`config.mk`:
```
export PLATFORM = sky130hd
export DESIGN_NAME = tvgs_coord
export DESIGN_NICKNAME = d
export VERILOG_FILES = /design/src/rtl/tvgs_pkg.sv /design/src/rtl/tvgs_coord.sv
export SDC_FILE = /design/constraint.sdc
export NUM_CORES = 1
export LEC_CHECK = 0
export BUFFER_PORTS_ARGS = -buffer_cell sky130_fd_sc_hd__buf_2
export CORE_ASPECT_RATIO = 0.6
export CORE_UTILIZATION = 30
export DETAILED_ROUTE_END_ITERATION = 12
export GPL_ROUTABILITY_DRIVEN = 0
export REMOVE_ABC_BUFFERS = 1
export SLEW_MARGIN = 20
export SYNTH_ARGS = -nofsm -noshare
export SYNTH_HDL_FRONTEND = slang
export SYNTH_SLANG_ARGS = --single-unit
```
`constraint.sdc`:
```
create_clock -name clk -period 20.9 [get_ports clk]
set_clock_uncertainty 0.15 [all_clocks]
set_input_delay 3.135 -clock clk [delete_from_list [all_inputs] [get_ports clk]]
set_output_delay 3.135 -clock clk [all_outputs]
set_load 0.03 [all_outputs]
```
`src/rtl/tvgs_pkg.sv`:
```
package tvgs_pkg;

  localparam int DIM_W     = 6;
  localparam int IDX_W     = 6;
  localparam int FRAC_W    = 10;
  localparam int COMP_W    = 16;
  localparam int ACC_W     = 18;
  localparam int POS_W     = 16;
  localparam int VOX_W     = 5;
  localparam int WORD_W    = 3 * COMP_W;
  localparam int COORD_W   = IDX_W + FRAC_W;
  localparam int CFG_IDX_W = 2;
  localparam int QUEUE_D   = 8;

  localparam logic CMD_WRITE  = 1'b0;
  localparam logic CMD_SAMPLE = 1'b1;

  localparam logic [CFG_IDX_W-1:0] REG_WIDTH  = 2'd0;
  localparam logic [CFG_IDX_W-1:0] REG_HEIGHT = 2'd1;
  localparam logic [CFG_IDX_W-1:0] REG_DEPTH  = 2'd2;

  localparam logic [DIM_W-1:0] DIM_RESET = 6'd32;

  typedef enum logic [2:0] {
    ST_IDLE,
    ST_COORD,
    ST_FETCH,
    ST_LERP_GO,
    ST_LERP_TAKE,
    ST_DONE
  } state_t;

  typedef struct packed {
    logic signed [ACC_W-1:0] x;
    logic signed [ACC_W-1:0] y;
    logic signed [ACC_W-1:0] z;
  } vec_t;

  typedef struct packed {
    logic signed [POS_W-1:0] pos;
    logic [DIM_W-1:0]        scale;
    logic [DIM_W-1:0]        dim;
  } coord_req_t;

  typedef struct packed {
    logic [IDX_W-1:0]  lo;
    logic [IDX_W-1:0]  hi;
    logic [FRAC_W-1:0] frac;
  } axis_t;

  typedef struct packed {
    vec_t              a;
    vec_t              b;
    logic [FRAC_W-1:0] frac;
  } lerp_req_t;

  // register value of zero acts as one, above the store size acts as the size
  function automatic logic [DIM_W-1:0] eff_dim(input logic [DIM_W-1:0] r, input int maxv);
    logic [DIM_W-1:0] v;
    v = r;
    if (r == '0) begin
      v = DIM_W'(1);
    end else if (int'(r) > maxv) begin
      v = DIM_W'(maxv);
    end
    return v;
  endfunction

  function automatic vec_t word_to_vec(input logic [WORD_W-1:0] w);
    vec_t v;
    v.x = ACC_W'($signed(w[COMP_W-1:0]));
    v.y = ACC_W'($signed(w[2*COMP_W-1:COMP_W]));
    v.z = ACC_W'($signed(w[3*COMP_W-1:2*COMP_W]));
    return v;
  endfunction

  function automatic logic [COMP_W-1:0] sat16(input logic signed [ACC_W-1:0] v);
    logic [COMP_W-1:0] s;
    if ((&v[ACC_W-1:COMP_W-1]) || !(|v[ACC_W-1:COMP_W-1])) begin
      s = v[COMP_W-1:0];
    end else if (v[ACC_W-1]) begin
      s = {1'b1, {(COMP_W-1){1'b0}}};
    end else begin
      s = {1'b0, {(COMP_W-1){1'b1}}};
    end
    return s;
  endfunction

endpackage

```
`src/rtl/tvgs_coord.sv`:
```
module tvgs_coord (
  input  logic               clk,
  input  tvgs_pkg::coord_req_t req,
  output tvgs_pkg::axis_t    axis
);
  import tvgs_pkg::*;

  localparam int PROD_W = POS_W + DIM_W + 1;
  localparam int T_W    = PROD_W + 1;

  logic signed [PROD_W-1:0] prod_r;
  logic [DIM_W-1:0]         dim_r;

  logic signed [T_W-1:0]    t;
  logic [COORD_W-1:0]       c;
  logic [COORD_W-1:0]       lim;
  logic [COORD_W-1:0]       g;
  logic [IDX_W-1:0]         lo;
  logic [IDX_W-1:0]         lo_inc;
  logic [IDX_W-1:0]         top;

  always_ff @(posedge clk) begin
    prod_r <= $signed({1'b0, req.scale}) * req.pos;
    dim_r  <= req.dim;
  end

  always_comb begin
    // offset dim * 8192, then floor to 1/1024 units
    t = T_W'(prod_r) + $signed({{(T_W-DIM_W-13){1'b0}}, dim_r, 13'd0});
    if (t > 0) begin
      c = (|t[T_W-1:COORD_W+4]) ? {COORD_W{1'b1}} : t[COORD_W+3:4];
    end else begin
      c = '0;
    end
    if (dim_r >= DIM_W'(2)) begin
      lim = {IDX_W'(dim_r - DIM_W'(2)), {FRAC_W{1'b0}}};
    end else begin
      lim = '0;
    end
    g      = (c > lim) ? lim : c;
    lo     = g[COORD_W-1:FRAC_W];
    lo_inc = lo + IDX_W'(1);
    top    = IDX_W'(dim_r - DIM_W'(1));
    axis.lo   = lo;
    axis.hi   = (lo_inc > top) ? top : lo_inc;
    axis.frac = g[FRAC_W-1:0];
  end

endmodule

```
==> results.md <==
- Setup TNS: 0 ns
- Largest net degree at the start of global routing: 17
- Status: finished clean
- H-tree depth: 2
- Row cnt: 36
- Multi-input gate area: 0.00442 mm²
- Share of cells above drive strength 1: 11.2%
- Placed Cells incl. Taps: 839
- Die height: 104 µm
- Wire per inst: 14.2 µm
- Max Cap Viol: 0
- DRT Wirelength: 12.0 mm
- Initial core utilization: 31.5%
- Antenna Cells: 0
- Dpl cell area: 0.00572 mm²
- CP Data Required Time: 17.62 ns
- Clock Root Buffer: clkbuf_16
- Top cell by count, worst path: ha_1
- Measured slew at the worst slew-check pin: 0.825 ns
- Setup ws final: 10.28 ns
- Initial drt markers: 237
- Worst-path maximum fanout: 14
- Pre-CTS WS: 10.70 ns
- Slowest cell on the critical path: a32oi_1
- Top-area cell type share of the netlist area: 26.0%
- Total Nets Final: 784
- Post_cts resized: 0
- DRC: 0
- Die area: 0.0180 mm²
- Clock transition at path regs: 0.05 ns
- Syn Inst Count: 572
- Worst Setup Start Kind: register
- Setup violators final: 0
- Hold Buf Count CTS: 0
- Area of the core: 0.0166 mm²
- Worst Setup End Kind: output pin
- Layout area overhead: 12.1%
- Clock sink count: 29
- EDFF count, synth: 0
- Syn. warnings: 0
- Crit path time final: 10.62 ns
- Synth area leaders: fa_1, ha_1, dfxtp_1
- Ports: 51
- Layout Cells excl Fill: 846
- Post-synth top cells: ha_1, fa_1, and2_1
- Router iterations before antenna repair: 4
- Leak: 2.86 nW
- Fmax: 94.1 MHz
- FF+latch area: 581 µm²
- Final Core Density: 35.3%
- Pwr Total: 969 µW
- Final worst-path cycle share: 50.8%
- Worst min path class: primary input to register
- Seq/Total Area, Yosys: 11.1%
- Relative slew slack: 45.0%
- Dpl hpwl: 10.2 mm
- Cell Area, Synth: 0.00523 mm²
- CTS buffer count: 5
- Overall global routing resource usage: 14.4%
- # fillers: 1702
- Total gr overflow: 0
- Port Buffers: 50
- Async SR Flop Fraction: 0%
- Critical path class: register to output pin
- TritonCTS clock tree: yes
- Final instance area: 0.00586 mm²
- Final Hold Viols: 0
- Synth cell types: 57
- Hold Slack: 2.81 ns
- Post-route ant nets: 0
- Max VDD drop: 0.148 mV
- RSZ-0062 raised after global routing: false
- Most used DFF post-synth: dfxtp_1
- Largest area contributor in the netlist: fa_1
- Count leader, synth: ha_1
- Worst EP arrival: 7.34 ns
- First-pass GRT wire length: 20.7 mm
- Avg Vias per Cell: 4.78
- Synth Register Bits: 29
- Initial antenna violation count: 0
- Power Density: 165 mW/mm²
- Vias in the first global route: 4161
- Max incr delay on CP: 0.64 ns
- Clock buffer depth: 2
- Slew Limit Fails: 0
- Syn avg cell area: 9.14 µm²
- Post-CTS Repair Setup Buffers: 0
- Via Count: 4046
- Chip Width: 172 µm
==> path summary, 6_finish.rpt <==
kind             start               end  depth (start not counted)
max   dim_r[0]$_DFF_P_          axis[14]                         28
min             req[3]  dim_r[3]$_DFF_P_                          1
==> cell families after synthesis <==
logic type	count (synthesis)	share of synthesized area, %
AOI/OAI and AO/OA	106	14.6
muxes	4	0.885
xor gates and xnor gates	39	6.53
DFF	29	11.1
buffers and inverters	61	4.45
and+or+nand+nor	196	19.9
adders and majority gates	137	42.5
==> critical path: cells and delay by family, from the launching register on <==
kind,cells,cell delay (ns)
flops,1,0.38
compound gates,10,2.54
mux,2,0.80
xor+xnor,1,0.12
buf+inv,2,0.28
simple gates,8,1.37
fa+ha+maj,5,1.53
==> flip-flops by register name (all words and copies together) (netlist names) <==
| name | flops |
|---|---|
| prod_r | 23 |
| dim_r | 6 |
==> metal layers <==
metal / vias up / routed length [µm] / global-route usage [%]
met5: - / 0 / 0
met4: 0 / 85 / 1.83
met3: 10 / 552 / 2.51
met2: 72 / 4620 / 20.3
met1: 1933 / 6720 / 22.9
li1: 2031 / - / -
==> layout by cell type, fill, tap and decap left out, types with 7 or more instances in the layout <==
cell / n
nor3_1: 7
ha_1: 69
nand2b_1: 7
nand2_1: 57
fa_1: 68
o21ai_0: 11
dfxtp_1: 29
nand3_1: 13
inv_1: 50
a21oi_1: 27
a21o_1: 13
o21a_1: 17
nor2_1: 23
xor2_1: 13
and2_1: 61
buf_2: 50
xnor2_1: 26
==> report_power, final <==
part	leakage (nW)	switching (mW)	internal [mW]
Sequential	0.245	0.0167	0.0810
Clock	0.0700	0.0227	0.0465
Combinational	2.55	0.493	0.309
==> cell type report <==
class,instances,share of cell area (%)
tap,228,4.87
sequential,29,9.90
inverter,50,3.20
multi-input combinational,482,75.3
timing repair buffer,50,4.27
clock buffer,7,2.43
No activity file was read; power rests on OpenSTA's default activity.
