===== src/rtl/tvgs_pkg.sv =====
package tvgs_pkg;

  localparam int DIM_W     = 6;
  localparam int IDX_W     = 6;
  localparam int FRAC_W    = 10;
  localparam int COMP_W    = 16;
  localparam int ACC_W     = 18;
  localparam int POS_W     = 16;
  localparam int VOX_W     = 5;
  localparam int WORD_W    = 3 * COMP_W;
  localparam int COORD_W   = IDX_W + FRAC_W;
  localparam int CFG_IDX_W = 2;
  localparam int QUEUE_D   = 8;

  localparam logic CMD_WRITE  = 1'b0;
  localparam logic CMD_SAMPLE = 1'b1;

  localparam logic [CFG_IDX_W-1:0] REG_WIDTH  = 2'd0;
  localparam logic [CFG_IDX_W-1:0] REG_HEIGHT = 2'd1;
  localparam logic [CFG_IDX_W-1:0] REG_DEPTH  = 2'd2;

  localparam logic [DIM_W-1:0] DIM_RESET = 6'd32;

  typedef enum logic [2:0] {
    ST_IDLE,
    ST_COORD,
    ST_FETCH,
    ST_LERP_GO,
    ST_LERP_TAKE,
    ST_DONE
  } state_t;

  typedef struct packed {
    logic signed [ACC_W-1:0] x;
    logic signed [ACC_W-1:0] y;
    logic signed [ACC_W-1:0] z;
  } vec_t;

  typedef struct packed {
    logic signed [POS_W-1:0] pos;
    logic [DIM_W-1:0]        scale;
    logic [DIM_W-1:0]        dim;
  } coord_req_t;

  typedef struct packed {
    logic [IDX_W-1:0]  lo;
    logic [IDX_W-1:0]  hi;
    logic [FRAC_W-1:0] frac;
  } axis_t;

  typedef struct packed {
    vec_t              a;
    vec_t              b;
    logic [FRAC_W-1:0] frac;
  } lerp_req_t;

  // register value of zero acts as one, above the store size acts as the size
  function automatic logic [DIM_W-1:0] eff_dim(input logic [DIM_W-1:0] r, input int maxv);
    logic [DIM_W-1:0] v;
    v = r;
    if (r == '0) begin
      v = DIM_W'(1);
    end else if (int'(r) > maxv) begin
      v = DIM_W'(maxv);
    end
    return v;
  endfunction

  function automatic vec_t word_to_vec(input logic [WORD_W-1:0] w);
    vec_t v;
    v.x = ACC_W'($signed(w[COMP_W-1:0]));
    v.y = ACC_W'($signed(w[2*COMP_W-1:COMP_W]));
    v.z = ACC_W'($signed(w[3*COMP_W-1:2*COMP_W]));
    return v;
  endfunction

  function automatic logic [COMP_W-1:0] sat16(input logic signed [ACC_W-1:0] v);
    logic [COMP_W-1:0] s;
    if ((&v[ACC_W-1:COMP_W-1]) || !(|v[ACC_W-1:COMP_W-1])) begin
      s = v[COMP_W-1:0];
    end else if (v[ACC_W-1]) begin
      s = {1'b1, {(COMP_W-1){1'b0}}};
    end else begin
      s = {1'b0, {(COMP_W-1){1'b1}}};
    end
    return s;
  endfunction

endpackage


===== src/rtl/tvgs_lerp.sv =====
module tvgs_lerp (
  input  logic                clk,
  input  tvgs_pkg::lerp_req_t req,
  output tvgs_pkg::vec_t      sum
);
  import tvgs_pkg::*;

  localparam int W_W = FRAC_W + 1;
  localparam int P_W = W_W + 1 + ACC_W;

  // floor(w * v / 1024)
  function automatic logic signed [ACC_W-1:0] scaled(input logic [W_W-1:0] w,
                                                    input logic signed [ACC_W-1:0] v);
    logic signed [P_W-1:0] p;
    p = $signed({1'b0, w}) * v;
    return p[ACC_W+FRAC_W-1:FRAC_W];
  endfunction

  logic [W_W-1:0] wa;
  logic [W_W-1:0] wb;
  vec_t           pa_r;
  vec_t           pb_r;

  assign wa = W_W'(1 << FRAC_W) - {1'b0, req.frac};
  assign wb = {1'b0, req.frac};

  always_ff @(posedge clk) begin
    pa_r.x <= scaled(wa, req.a.x);
    pa_r.y <= scaled(wa, req.a.y);
    pa_r.z <= scaled(wa, req.a.z);
    pb_r.x <= scaled(wb, req.b.x);
    pb_r.y <= scaled(wb, req.b.y);
    pb_r.z <= scaled(wb, req.b.z);
  end

  assign sum.x = pa_r.x + pb_r.x;
  assign sum.y = pa_r.y + pb_r.y;
  assign sum.z = pa_r.z + pb_r.z;

endmodule


===== config.mk =====
export PLATFORM = sky130hd
export DESIGN_NAME = tvgs_lerp
export DESIGN_NICKNAME = d
export VERILOG_FILES = /design/src/rtl/tvgs_pkg.sv /design/src/rtl/tvgs_lerp.sv
export SDC_FILE = /design/constraint.sdc
export NUM_CORES = 2
export LEC_CHECK = 0
export ABC_CLOCK_PERIOD_IN_PS = 10800
export BUFFER_PORTS_ARGS = -buffer_cell sky130_fd_sc_hd__buf_2
export CORE_ASPECT_RATIO = 0.6
export CORE_MARGIN = 3
export CORE_UTILIZATION = 60
export CTS_CLUSTER_SIZE = 16
export DETAILED_ROUTE_END_ITERATION = 10
export PLACE_DENSITY = 0.79
export RECOVER_POWER = 100
export SLEW_MARGIN = 30
export SYNTH_ARGS = -nofsm -noshare
export SYNTH_HDL_FRONTEND = slang
export SYNTH_SLANG_ARGS = --single-unit

===== constraint.sdc =====
create_clock -name clk -period 10.8 [get_ports clk]
set_input_delay 3.24 -clock clk [delete_from_list [all_inputs] [get_ports clk]]
set_output_delay 3.24 -clock clk [all_outputs]
set_load 0.01 [all_outputs]

==> results by group <==
Global route
  • GRT met1 Usage: 40.5%
  • GR Layer Usage met2: 45.4%
  • Largest net degree at the start of global routing: 58
  • First-pass GRT wire length: 170 mm
  • Met3 usage in global routing: 7.58%
  • GRT Max-Usage Layer: met2
  • Remaining Overflow, GRT: 0
  • Initial antenna violation count: 7
  • Vias in the first global route: 33086
  • Tot GR Track Use: 29.0%

Clock network
  • H-tree levels: 3
  • Resize count post-CTS: 0
  • Root Buffer: clkbuf_16
  • Cts hold-fix bufs: 0
  • TritonCTS buffer count: 9
  • Reg clk slew, reported paths: 0.08 ns
  • CTS tree: yes
  • Clock sink total: 108
  • CTS max path bufs: 2
  • Postcts setup bufs: 0

STA
  • RSZ-0062 raised after global routing: false
  • Setup TNS: 0 ns
  • Min cycle time layout: 10.07 ns
  • Final setup vio count: 0
  • WHS: 3.41 ns
  • Worst Tran Pin Value: 1.12 ns
  • Final cycle utilization of the critical path: 93.2%
  • Relative slew slack: 24.1%
  • Slew Limit Fails: 0
  • Final Hold Fails: 0
  • Max Clk Rate: 99.3 MHz

Yosys
  • Post-synthesis sequential area ratio: 5.10%
  • Post-synth cell types: 69
  • Ranking of synthesized cells by area: fa_1, ha_1, inv_1, and2_1, nand2_1
  • Share of the synthesized area in the top cell type: 46.4%
  • Cells after Synth: 4754
  • EDFF count, synth: 0
  • Synth area leader: fa_1
  • Top FF cell, synth: dfxtp_1
  • Most frequent cell after synthesis: inv_1
  • Syn. warnings: 0
  • Ys async rst share: 0%
  • Avg Cell Area, Syn: 8.92 um2
  • Net Count, Synth: 6257
  • Post-synth top cells: inv_1, fa_1, nand2_1
  • Yosys reg bits: 108
  • Synthesized area: 42400 um2

Worst setup path
  • CP Data Arrival Time: 10.33 ns
  • Delay-heaviest family, CP: adder cells
  • WS Path Type: in -> reg
  • Crit path max fanout: 57
  • Most frequent cell on the critical path: fa_1
  • Crit path cell chain: buf_2, buf_4, nor2_1, nand2_1, xor2_1, clkbuf_1, nand2_1, fa_1, fa_1, inv_1, fa_1, fa_1, inv_1, fa_1, inv_1, ha_1, a2111oi_0, nand4b_1, a31oi_1, a21o_1, o41a_2, a211oi_2, o21bai_1, xor2_1
  • Crit end category: register
  • Slowest stage cell, crit path: buf_4
  • Bufs and invs on worst path: 6
  • CP Data Required Time: 11.06 ns
  • Startpoint types: input pin
  • Slowest stage delay, CP: 0.58 ns

Job
  • Max-cap violations: 0

Power and ir drop
  • Psw: 7.55 mW
  • Reg power frac: 6.6%
  • Total chip power: 14.0 mW
  • Power Density: 316 nW/um2
  • Static Leakage: 22.4 nW
  • Power share of the clock group: 2.6%
  • Sw frac: 54.1%
  • Combinational power share: 90.8%
  • Maximum vdd drop: 0.480 mV
  • Internal Pwr Total: 6.42 mW

Drt
  • DR WL/cell: 17.8 um
  • Drt pass-1 iters: 5
  • Drt initial violations: 2010
  • Vias/cell: 5.38
  • Final ANT Viol Nets: 0
  • DRC Markers: 0
  • Wirelength, routed: 101 mm
  • Vias: 30493

Placed design
  • RD Place Congestion: 0.923
  • Area after DPL: 44000 um2
  • HPWL after DPL: 83.4 mm
  • Port Buf Inserts: 172

Floorplan
  • Core region area: 69000 um2
  • Die footprint: 74000 um2
  • I/O pins: 173
  • # rows: 74
  • Initial Utilization: 61.5%
  • Die Width: 349 um
  • Die height: 212 um

Hold path
  • Min-delay worst type: in -> reg

Layout
  • Final net count: 6253
  • Core Util, Final: 64.0%
  • Cell area after layout: 44200 um2
  • Area delta synth->final: 4.16%
  • Share of cells above drive strength 1: 3.91%

Outcome
  • Outcome: finished clean
-- logic make-up (layout without fill, tap and decap cells) --
| group | Yosys count | count (layout) | synth area share (%) |
|---|---|---|---|
| DFF | 108 | 108 | 5.10 |
| buffers and inverters | 1350 | 1349 | 12.0 |
| and+or+nand+nor | 1456 | 1456 | 16.5 |
| other | 0 | 7 | 0 |
| AOI/OAI and AO/OA | 268 | 268 | 4.35 |
| adders and majority gates | 1384 | 1384 | 58.2 |
| xor gates and xnor gates | 187 | 187 | 3.86 |
| muxes | 1 | 1 | 0.0265 |
-- path summary, 6_finish.rpt --
check             startpoint  endpoint  cells after the start
hold / removal      req[117]  pa_r[53]                      4
setup / recovery      req[2]  pa_r[16]                     24
-- sequential cells by signal (all words and copies together) (netlist names) --
register / count
pb_r: 54
pa_r: 54
-- layout make-up --
cell class | instances | area [um2]
inverters | 1130 | 4240
flip-flops and latches | 108 | 2160
well taps | 912 | 1140
repair buffers | 205 | 1110
clock inverters | 4 | 76.3
diodes | 7 | 17.5
fillers | 5690 | 24800
clock buffers | 10 | 229
multi-input cells | 3296 | 35200
-- placed cells by master (no fill, tap or decap), types with 7 or more instances in the layout --
cell          n
fa_1        984
nand2b_1     13
nor3_1       41
clkbuf_16     9
a21oi_1      82
clkbuf_1     57
a211oi_1      7
inv_1      1128
ha_1        399
and3_1       12
o21a_1       24
dfxtp_1     108
buf_2       117
a21o_1       28
o21ai_0      38
nor2b_1      30
nor2_1      117
diode_2       7
and2_1      456
nand3_1      25
o211ai_1     10
nor4_1        8
xnor2_1     148
nand4_1      16
a31oi_1      13
buf_4        26
nand2_1     713
xor2_1       33
a21boi_0      8
or3_1         7
-- per-layer routing --
layer / vias up / wire length [um]
li1: 13896 / -
met1: 15277 / 43400
met2: 1190 / 45100
met3: 126 / 9640
met4: 4 / 2530
met5: - / 113
-- power by group through the flow --
stage / Combinational [mW] / Sequential (mW) / Clock (mW)
after floorplan: 9.57 / 0.867 / 0
after global placement: 12.4 / 0.938 / 0
after detailed placement: 12.7 / 0.936 / 0
after CTS: 12.9 / 0.931 / 0.370
after global routing: 14.5 / 0.945 / 0.388
final: 12.7 / 0.928 / 0.364
-- metrics by stage --
| stage | std cells | setup slack, ns |
|---|---|---|
| after floorplan | 4754 | 0.837 |
| after global placement | 5651 | 0.789 |
| after detailed placement | 5651 | 0.608 |
| after CTS | 5665 | 1.02 |
| after global routing | 5671 | 0.243 |
| final | 5672 | 0.733 |
Note: power is estimated with default switching activity, not from simulation.
